--- config.mk ---
export PLATFORM = sky130hd
export DESIGN_NAME = websocket_frame_receiver
export DESIGN_NICKNAME = d
export VERILOG_FILES = /design/src/rtl/core/wsfr_pkg.sv /design/src/rtl/core/websocket_frame_receiver.sv /design/src/rtl/core/wsfr_parser.sv /design/src/rtl/core/wsfr_out_reg.sv
export SDC_FILE = /design/constraint.sdc
export NUM_CORES = 1
export LEC_CHECK = 0
export ABC_AREA = 1
export BUFFER_PORTS_ARGS = -buffer_cell sky130_fd_sc_hd__buf_2
export CORE_ASPECT_RATIO = 1.4
export CORE_UTILIZATION = 43
export DETAILED_ROUTE_END_ITERATION = 10
export SKIP_LAST_GASP = 1
export SYNTH_ARGS = -nofsm -noshare
export SYNTH_HDL_FRONTEND = slang
export SYNTH_SLANG_ARGS = --single-unit
--- constraint.sdc ---
create_clock -name i_clk -period 3.4 [get_ports i_clk]
set_clock_uncertainty 0.2 [all_clocks]
set_input_delay 0.51 -clock i_clk [delete_from_list [all_inputs] [get_ports i_clk]]
set_output_delay 0.51 -clock i_clk [all_outputs]
set_load 0.01 [all_outputs]
--- src/rtl/core/wsfr_pkg.sv ---
`timescale 1ns / 1ps
// ----------------------------------------------------------------------------
// wsfr_pkg
// Shared phase codes, header constants and the result record of the
// frame receiver.
// ----------------------------------------------------------------------------
package wsfr_pkg;

    localparam logic [2:0] PH_HDR0 = 3'd0;
    localparam logic [2:0] PH_HDR1 = 3'd1;
    localparam logic [2:0] PH_EXT  = 3'd2;
    localparam logic [2:0] PH_KEY  = 3'd3;
    localparam logic [2:0] PH_PAY  = 3'd4;

    localparam logic [3:0] OP_CONT   = 4'h0;
    localparam logic [3:0] OP_TEXT   = 4'h1;
    localparam logic [3:0] OP_BINARY = 4'h2;
    localparam logic [3:0] OP_PING   = 4'h9;
    localparam logic [3:0] OP_PONG   = 4'hA;

    localparam logic [6:0] LEN_EXT16 = 7'd126;
    localparam logic [6:0] LEN_EXT64 = 7'd127;

    localparam logic [3:0] EXT16_BYTES = 4'd2;
    localparam logic [3:0] EXT64_BYTES = 4'd8;
    localparam logic [3:0] KEY_BYTES   = 4'd4;

    typedef struct packed {
        logic [7:0] payload_byte;
        logic       data_valid;
        logic       ping_valid;
        logic       message_binary;
        logic       message_done;
        logic       pong_request;
        logic       close_request;
        logic       length_error;
        logic [3:0] frame_opcode;
    } t_result;

    function automatic logic is_data_op(input logic [3:0] op);
        return (op == OP_CONT) || (op == OP_TEXT) || (op == OP_BINARY);
    endfunction

endpackage

--- src/rtl/core/websocket_frame_receiver.sv ---
`timescale 1ns / 1ps
// ----------------------------------------------------------------------------
// websocket_frame_receiver
// Byte-serial RFC 6455 frame deframer: header parse, unmasking, frame-end
// requests and length error detection.
// ----------------------------------------------------------------------------
// One received byte is taken per clock cycle while not stalled, and gives
// exactly one result in the next cycle, from a single result register after
// the parser logic. Input stall is raised only while that register holds a
// result the sink is stalling; otherwise a byte can enter every cycle, also
// while the held result is taken. After a bad 64-bit length every result
// carries only length_error (with message type and opcode) until reset.
module websocket_frame_receiver
    import wsfr_pkg::*;
(
    input  logic       i_clk,
    input  logic       i_rst_n,
    input  logic       i_rx_valid,
    output logic       o_rx_stall,
    input  logic [7:0] i_rx_byte,
    output logic       o_res_valid,
    input  logic       i_res_stall,
    output logic [7:0] o_payload_byte,
    output logic       o_data_valid,
    output logic       o_ping_valid,
    output logic       o_message_binary,
    output logic       o_message_done,
    output logic       o_pong_request,
    output logic       o_close_request,
    output logic       o_length_error,
    output logic [3:0] o_frame_opcode
);

    logic    rx_accept;
    logic    out_full_stalled;
    t_result parse_result;
    t_result out_result;

    assign o_rx_stall = out_full_stalled;
    assign rx_accept  = i_rx_valid && !out_full_stalled;

    wsfr_parser u_parser (
        .i_clk     (i_clk),
        .i_rst_n   (i_rst_n),
        .i_accept  (rx_accept),
        .i_rx_byte (i_rx_byte),
        .o_result  (parse_result)
    );

    wsfr_out_reg u_out_reg (
        .i_clk          (i_clk),
        .i_rst_n        (i_rst_n),
        .i_load         (rx_accept),
        .i_result       (parse_result),
        .i_stall        (i_res_stall),
        .o_full_stalled (out_full_stalled),
        .o_valid        (o_res_valid),
        .o_result       (out_result)
    );

    assign o_payload_byte   = out_result.payload_byte;
    assign o_data_valid     = out_result.data_valid;
    assign o_ping_valid     = out_result.ping_valid;
    assign o_message_binary = out_result.message_binary;
    assign o_message_done   = out_result.message_done;
    assign o_pong_request   = out_result.pong_request;
    assign o_close_request  = out_result.close_request;
    assign o_length_error   = out_result.length_error;
    assign o_frame_opcode   = out_result.frame_opcode;

    a_one_payload_kind: assert property (@(posedge i_clk) disable iff (!i_rst_n)
        o_res_valid |-> !(o_data_valid && o_ping_valid))
        else $error("data and ping flagged on the same byte");

    a_payload_zero: assert property (@(posedge i_clk) disable iff (!i_rst_n)
        (o_res_valid && !o_data_valid && !o_ping_valid) |-> (o_payload_byte == 8'd0))
        else $error("payload byte nonzero outside payload");

    a_error_quiet: assert property (@(posedge i_clk) disable iff (!i_rst_n)
        (o_res_valid && o_length_error) |-> (!o_data_valid && !o_ping_valid &&
            !o_message_done && !o_pong_request && !o_close_request))
        else $error("length error result carries other flags");

    a_error_sticky: assert property (@(posedge i_clk) disable iff (!i_rst_n)
        (o_res_valid && o_length_error && !i_res_stall) |=>
            (!o_res_valid || o_length_error))
        else $error("stream left halted state without reset");

endmodule

--- src/rtl/core/wsfr_parser.sv ---
`timescale 1ns / 1ps
// ----------------------------------------------------------------------------
// wsfr_parser
// Header parser, length counter and payload unmasking; builds the result
// for each accepted byte and advances the frame state.
// ----------------------------------------------------------------------------
module wsfr_parser
    import wsfr_pkg::*;
(
    input  logic       i_clk,
    input  logic       i_rst_n,
    input  logic       i_accept,
    input  logic [7:0] i_rx_byte,
    output t_result    o_result
);

    logic [2:0]  r_phase,     n_phase;
    logic        r_final,     n_final;
    logic [3:0]  r_opcode,    n_opcode;
    logic        r_masked,    n_masked;
    logic [63:0] r_remaining, n_remaining;
    logic [3:0]  r_hdr_count, n_hdr_count;
    logic [31:0] r_key,       n_key;
    logic [1:0]  r_mask_index, n_mask_index;
    logic        r_binary,    n_binary;
    logic        r_dead,      n_dead;

    logic        hdr_done;
    logic        frm_end;
    logic [3:0]  cnt_dec;
    logic [1:0]  key_sel;
    logic [7:0]  key_byte;
    logic [7:0]  unmasked;
    logic [63:0] rem_dec;
    t_result     res;

    assign cnt_dec  = r_hdr_count - 4'd1;
    // first payload byte uses the most significant key byte
    assign key_sel  = ~r_mask_index;
    assign key_byte = r_key[{key_sel, 3'b000} +: 8];
    assign unmasked = i_rx_byte ^ key_byte;
    assign rem_dec  = (r_remaining != 64'd0) ? (r_remaining - 64'd1) : r_remaining;

    always_comb begin
        n_phase      = r_phase;
        n_final      = r_final;
        n_opcode     = r_opcode;
        n_masked     = r_masked;
        n_remaining  = r_remaining;
        n_hdr_count  = r_hdr_count;
        n_key        = r_key;
        n_mask_index = r_mask_index;
        n_binary     = r_binary;
        n_dead       = r_dead;
        hdr_done     = 1'b0;
        frm_end      = 1'b0;
        res          = '0;

        if (r_dead) begin
            res.length_error = 1'b1;
        end else begin
            unique case (r_phase)
                PH_HDR1: begin
                    n_masked    = i_rx_byte[7];
                    n_key       = '0;
                    n_remaining = '0;
                    if (i_rx_byte[6:0] == LEN_EXT16) begin
                        n_hdr_count = EXT16_BYTES;
                        n_phase     = PH_EXT;
                    end else if (i_rx_byte[6:0] == LEN_EXT64) begin
                        n_hdr_count = EXT64_BYTES;
                        n_phase     = PH_EXT;
                    end else begin
                        n_remaining = {57'd0, i_rx_byte[6:0]};
                        if (i_rx_byte[7]) begin
                            n_hdr_count = KEY_BYTES;
                            n_phase     = PH_KEY;
                        end else begin
                            hdr_done = 1'b1;
                        end
                    end
                end
                PH_EXT: begin
                    n_remaining = {r_remaining[55:0], i_rx_byte};
                    n_hdr_count = cnt_dec;
                    if (cnt_dec == 4'd0) begin
                        if (r_masked) begin
                            n_hdr_count = KEY_BYTES;
                            n_phase     = PH_KEY;
                        end else begin
                            hdr_done = 1'b1;
                        end
                    end
                end
                PH_KEY: begin
                    n_key       = {r_key[23:0], i_rx_byte};
                    n_hdr_count = cnt_dec;
                    if (cnt_dec == 4'd0) begin
                        hdr_done = 1'b1;
                    end
                end
                PH_PAY: begin
                    n_mask_index = r_mask_index + 2'd1;
                    if (is_data_op(r_opcode)) begin
                        res.payload_byte = unmasked;
                        res.data_valid   = 1'b1;
                    end else if (r_opcode == OP_PING) begin
                        res.payload_byte = unmasked;
                        res.ping_valid   = 1'b1;
                    end
                    n_remaining = rem_dec;
                    if (rem_dec == 64'd0) begin
                        frm_end = 1'b1;
                    end
                end
                default: begin
                    // first header byte, also taken for unused phase codes
                    n_final  = i_rx_byte[7];
                    n_opcode = i_rx_byte[3:0];
                    n_phase  = PH_HDR1;
                end
            endcase

            if (hdr_done) begin
                if (n_remaining[63]) begin
                    n_dead           = 1'b1;
                    res.length_error = 1'b1;
                end else begin
                    n_mask_index = 2'd0;
                    if (r_opcode == OP_TEXT) begin
                        n_binary = 1'b0;
                    end else if (r_opcode == OP_BINARY) begin
                        n_binary = 1'b1;
                    end
                    if (n_remaining == 64'd0) begin
                        frm_end = 1'b1;
                    end else begin
                        n_phase = PH_PAY;
                    end
                end
            end

            if (frm_end) begin
                if (is_data_op(r_opcode)) begin
                    res.message_done = r_final;
                end else if (r_opcode == OP_PING) begin
                    res.pong_request = 1'b1;
                end else if (r_opcode != OP_PONG) begin
                    res.close_request = 1'b1;
                end
                n_phase = PH_HDR0;
            end
        end

        res.message_binary = n_binary;
        res.frame_opcode   = n_opcode;
    end

    always_ff @(posedge i_clk) begin
        if (!i_rst_n) begin
            r_phase      <= PH_HDR0;
            r_final      <= 1'b0;
            r_opcode     <= '0;
            r_masked     <= 1'b0;
            r_remaining  <= '0;
            r_hdr_count  <= '0;
            r_key        <= '0;
            r_mask_index <= '0;
            r_binary     <= 1'b0;
            r_dead       <= 1'b0;
        end else if (i_accept) begin
            r_phase      <= n_phase;
            r_final      <= n_final;
            r_opcode     <= n_opcode;
            r_masked     <= n_masked;
            r_remaining  <= n_remaining;
            r_hdr_count  <= n_hdr_count;
            r_key        <= n_key;
            r_mask_index <= n_mask_index;
            r_binary     <= n_binary;
            r_dead       <= n_dead;
        end
    end

    assign o_result = res;

endmodule

--- src/rtl/core/wsfr_out_reg.sv ---
`timescale 1ns / 1ps
// ----------------------------------------------------------------------------
// wsfr_out_reg
// Result register with valid/stall handshake; refills in the cycle the
// held result is taken.
// ----------------------------------------------------------------------------
module wsfr_out_reg
    import wsfr_pkg::*;
(
    input  logic    i_clk,
    input  logic    i_rst_n,
    input  logic    i_load,
    input  t_result i_result,
    input  logic    i_stall,
    output logic    o_full_stalled,
    output logic    o_valid,
    output t_result o_result
);

    logic    r_valid;
    t_result r_result;

    // a new result fits when the register is empty or drains this cycle
    assign o_full_stalled = r_valid && i_stall;

    always_ff @(posedge i_clk) begin
        if (!i_rst_n) begin
            r_valid <= 1'b0;
        end else if (i_load) begin
            r_valid <= 1'b1;
        end else if (!i_stall) begin
            r_valid <= 1'b0;
        end
    end

    always_ff @(posedge i_clk) begin
        if (i_load) begin
            r_result <= i_result;
        end
    end

    assign o_valid  = r_valid;
    assign o_result = r_result;

endmodule
==> flow_summary.json <==
{
  "slew_worst_pin_ns": 1.03,
  "power_switching_share_pct": 37.8,
  "p_total_mw": 5.12,
  "drt_iter0_drc": 904,
  "worst_setup_hold_path_clk_slew_ns": 0.06,
  "worst-endpoint-required_ns": 3.50,
  "layout_cells_excl_fill": 2005,
  "final-seq-area_um2": 2850,
  "critPathSlowestCell": "sky130_fd_sc_hd__dfxtp_1",
  "syn_inst": 1626,
  "fp-row-count": 64,
  "clock_tree_from_tritoncts": "yes",
  "min-delay-path-class": "primary input to flop",
  "hpwlAfterDp_um": 29400,
  "post_synth_and_or_nand_nor_area_fraction_pct": 35.3,
  "synthDistinctLibCells": 41,
  "avgRoutedWirePerCell_um": 19.3,
  "fraction_of_the_mapped_netlist_area_in_compound_gates_pct": 19.7,
  "power.share.sequential_pct": 34.9,
  "cellInternalPower_mw": 3.18,
  "final.fill_count": 2401,
  "cellPowerDensity_nw_per_um2": 460,
  "cell_mode_on_critical_path": "sky130_fd_sc_hd__nand2_1",
  "final-hold-violation-count": 0,
  "finalWirelength_um": 38800,
  "slew-limit-headroom_pct": 31.2,
  "place_congestion": 0.995,
  "dpl_worst_slack_ns": -0.0567,
  "cts-root-buf": "sky130_fd_sc_hd__clkbuf_16",
  "buffers_and_inverters_on_the_worst_path": 2,
  "chipHeight_um": 178,
  "max_clock_freq_mhz": 312,
  "routed-via-count": 10900,
  "crit_path_start_kind": "flop",
  "cp_data_arrival_time_ns": 3.30,
  "final_stage_net_count": 1711,
  "critPathTopFamily": "simple AND/OR/NAND/NOR gates",
  "num_antenna_cells": 0,
  "vias_in_the_first_global_route": 10500,
  "r2r_setup_slack_ns": 0.20,
  "flow.area_growth_from_synthesis_pct": 17.1,
  "path_cells": "nor2_1 -> nand2_1 -> nor2_4 -> nand2_1 -> nor2_2 -> buf_12 -> inv_1 -> o21ai_1 -> nand2_1 -> nand2_1 -> nand2_1 -> nor2_2 -> nand2_1 -> nor2_1 -> nand2_1 -> nor2_4 -> nand2_1 -> nand2_1 -> nand2_1 -> nor2_1",
  "vdd_ir_drop_max_mv": 0.370,
  "cts_inserted_buffers": 17,
  "worstSkewPairLatency_ns": 0.45,
  "layout.core_utilization_pct": 51.1,
  "synthesis.yosys.warnings": 0,
  "route.detailed.drc": 0,
  "die_outline_area_um2": 22700,
  "ys_ff_latch": 133,
  "totalNegativeSetupSlack_ns": 0,
  "mappedNetlistArea_um2": 9500,
  "start_util_pct": 43.6,
  "grt_use_total_pct": 35.2,
  "fin_crit_sh_pct": 94.2,
  "setup_ws_ns": 0.197,
  "critical_path_peak_fanout": 7,
  "ant_nets": 0,
  "drv.max_cap_violation_count": 0,
  "antenna_violations_before_repair": 0,
  "grt_first_pass_wirelength_um": 59000,
  "period_needed_ns": 3.20,
  "globalRoute.totalOverflow": 0,
  "footprint_of_the_multi_input_gates_um2": 5650,
  "outcome": "complete, no violations",
  "top_level_ports": 33,
  "timing.critical_path.slowest_cell_delay_ns": 0.37,
  "design.core.area_um2": 21800,
  "cts_htree_levels": 4,
  "chipWidth_um": 128,
  "clock_sinks": 133,
  "combinational_family_with_the_most_area_after_synthesis": "simple AND/OR/NAND/NOR gates",
  "dpl_cells": 1970,
  "synth-main-ff-cell": "sky130_fd_sc_hd__dfxtp_1",
  "post_synth.cell_area_avg_um2": 5.84,
  "synthXorXnorAreaFrac_pct": 2.49,
  "power.share.combinational_pct": 30.9,
  "report.final.slew_viol_count": 0,
  "final-setup-viol-count": 0,
  "routed_via_density": 5.42,
  "power_switching_mw": 1.93,
  "post_synth_fa_ha_maj_area_fraction_pct": 0.527,
  "yosys-top-cells-area": "sky130_fd_sc_hd__dfxtp_1 (24%), sky130_fd_sc_hd__nand2_1 (17%), sky130_fd_sc_hd__nor2_1 (10%)",
  "cellLeakagePower_nw": 5.30,
  "synthMuxAreaShare_pct": 0,
  "critical_path.endpoint_type": "flop",
  "yosys.area.top_type": "sky130_fd_sc_hd__dfxtp_1",
  "yosys-top-cells-count": "sky130_fd_sc_hd__nand2_1 (434), sky130_fd_sc_hd__nor2_1 (264), sky130_fd_sc_hd__inv_1 (219), sky130_fd_sc_hd__a21oi_1 (116), sky130_fd_sc_hd__dfxtp_1 (114)",
  "cts.path.max_buffers": 2,
  "sequential_fraction_of_the_synthesis_area_pct": 30.0,
  "drtPass1Iterations": 6,
  "synth_edf_count": 19,
  "share_clk_of_total_power_pct": 34.2,
  "grt_max_degree": 80,
  "yosysMostFrequentCell": "sky130_fd_sc_hd__nand2_1",
  "port-buffer-count": 32,
  "path_class": "flop to flop",
  "drive_above_1_share_pct": 11.6,
  "synth.net_count": 1642,
  "synth-async-reset-ratio_pct": 0,
  "netlist.area_leader.share_pct": 24.0
}
-- power by group through the flow --
stage	combinational (mW)	clock (mW)	sequential, mW
after floorplan	0.962	0	1.80
after global placement	1.51	0	1.81
after detailed placement	1.50	0	1.81
after CTS	1.51	1.77	1.78
after global routing	1.74	1.83	1.79
final	1.58	1.75	1.79
-- path summary, 6_finish.rpt --
kind / start / endpoint / cells after the start
worst max register to register: u_parser.r_remaining[5]$_SDFFE_PN0P_ / u_out_reg.o_result[5]$_SDFFCE_PP0P_ / 20
worst min register to register: u_parser.r_key[30]$_SDFFE_PN0P_ / u_parser.r_key[30]$_SDFFE_PN0P_ / 2
worst max-delay path: u_parser.r_remaining[5]$_SDFFE_PN0P_ / u_out_reg.o_result[5]$_SDFFCE_PP0P_ / 20
worst min-delay path: i_rx_byte[7] / u_parser.r_key[7]$_SDFFE_PN0P_ / 3
-- registers in the layout, indices dropped and copies added (netlist names) --
register and flops:
u_parser.r_binary 1, u_parser.r_dead 1, u_parser.r_hdr_count 4, u_parser.r_opcode 4
u_parser.r_remaining 64, u_parser.r_phase 3, u_parser.r_mask_index 2, u_parser.r_masked 1
u_out_reg.o_valid 1, u_out_reg.o_result 19, u_parser.r_key 32, u_parser.r_final 1
-- through the flow --
stage / instance area, um2 / hold slack [ns]
final: 11100 / 0.126
after detailed placement: 10400 / 0.262
after CTS: 11000 / 0.123
after global placement: 10400 / 0.254
after floorplan: 9500 / 0.245
after global routing: 11100 / 0.135
-- cell type report --
class                   count  share of cell area (%)
well taps                 297                    3.34
clock inverters            10                   0.776
inverters                 230                    7.81
flip-flops and latches    133                    25.7
multi-input cells        1198                    50.8
clock buffers              22                    3.99
repair buffers            115                    7.67
-- per-layer routing --
layer / vias to the layer above / track usage, % / wire length [um]
met5: - / 0 / 0
met4: 0 / 27.0 / 3140
met3: 139 / 6.27 / 2230
met2: 440 / 61.6 / 19000
met1: 4927 / 37.5 / 14300
li1: 5363 / - / -
-- worst min-delay path: cells and delay by family --
family          cells  cell delay, ns
buf+inv             1            0.10
simple gates        1            0.06
compound gates      1            0.05
-- logic make-up (layout without fill, tap and decap cells) --
logic type	after synthesis	after routing
XOR/XNOR	27	27
adder cells (fa/ha/maj)	4	4
flip-flops	133	133
AO/OA/AOI/OAI	336	336
buffers and inverters	295	377
AND/OR/NAND/NOR	831	831
-- cell usage in the layout (no fill, tap or decap), types with 2 or more instances in the layout --
| cell | n |
|---|---|
| sky130_fd_sc_hd__clkinv_1 | 3 |
| sky130_fd_sc_hd__nand2_2 | 6 |
| sky130_fd_sc_hd__a31o_2 | 2 |
| sky130_fd_sc_hd__nor2_2 | 18 |
| sky130_fd_sc_hd__ha_1 | 3 |
| sky130_fd_sc_hd__a211oi_1 | 9 |
| sky130_fd_sc_hd__nor2_1 | 244 |
| sky130_fd_sc_hd__buf_4 | 77 |
| sky130_fd_sc_hd__nor3_2 | 2 |
| sky130_fd_sc_hd__inv_2 | 9 |
| sky130_fd_sc_hd__o22ai_1 | 62 |
| sky130_fd_sc_hd__a21oi_1 | 116 |
| sky130_fd_sc_hd__dfxtp_1 | 113 |
| sky130_fd_sc_hd__clkbuf_16 | 17 |
| sky130_fd_sc_hd__nand3b_1 | 4 |
| sky130_fd_sc_hd__nand3_1 | 102 |
| sky130_fd_sc_hd__clkbuf_1 | 5 |
| sky130_fd_sc_hd__buf_2 | 32 |
| sky130_fd_sc_hd__nand2_1 | 428 |
| sky130_fd_sc_hd__nor3_1 | 4 |
| sky130_fd_sc_hd__nor2_4 | 10 |
| sky130_fd_sc_hd__buf_12 | 5 |
| sky130_fd_sc_hd__inv_1 | 216 |
| sky130_fd_sc_hd__o21ai_1 | 6 |
| sky130_fd_sc_hd__clkinvlp_4 | 4 |
| sky130_fd_sc_hd__nand4_1 | 8 |
| sky130_fd_sc_hd__o211ai_1 | 4 |
| sky130_fd_sc_hd__clkinv_2 | 6 |
| sky130_fd_sc_hd__edfxtp_1 | 19 |
| sky130_fd_sc_hd__xor2_1 | 24 |
| sky130_fd_sc_hd__xnor2_1 | 3 |
| sky130_fd_sc_hd__o21bai_1 | 16 |
| sky130_fd_sc_hd__o21ai_0 | 111 |
| sky130_fd_sc_hd__o31ai_1 | 2 |
| sky130_fd_sc_hd__o21a_1 | 2 |
| sky130_fd_sc_hd__nand2_4 | 2 |
-- timing repair --
action,CTS,global route
buffers inserted,0,3
gates resized for setup,4,39
pin swaps,0,3
setup endpoints to repair,3,4
hold buffers,0,0
No activity file was read; power rests on OpenSTA's default activity.
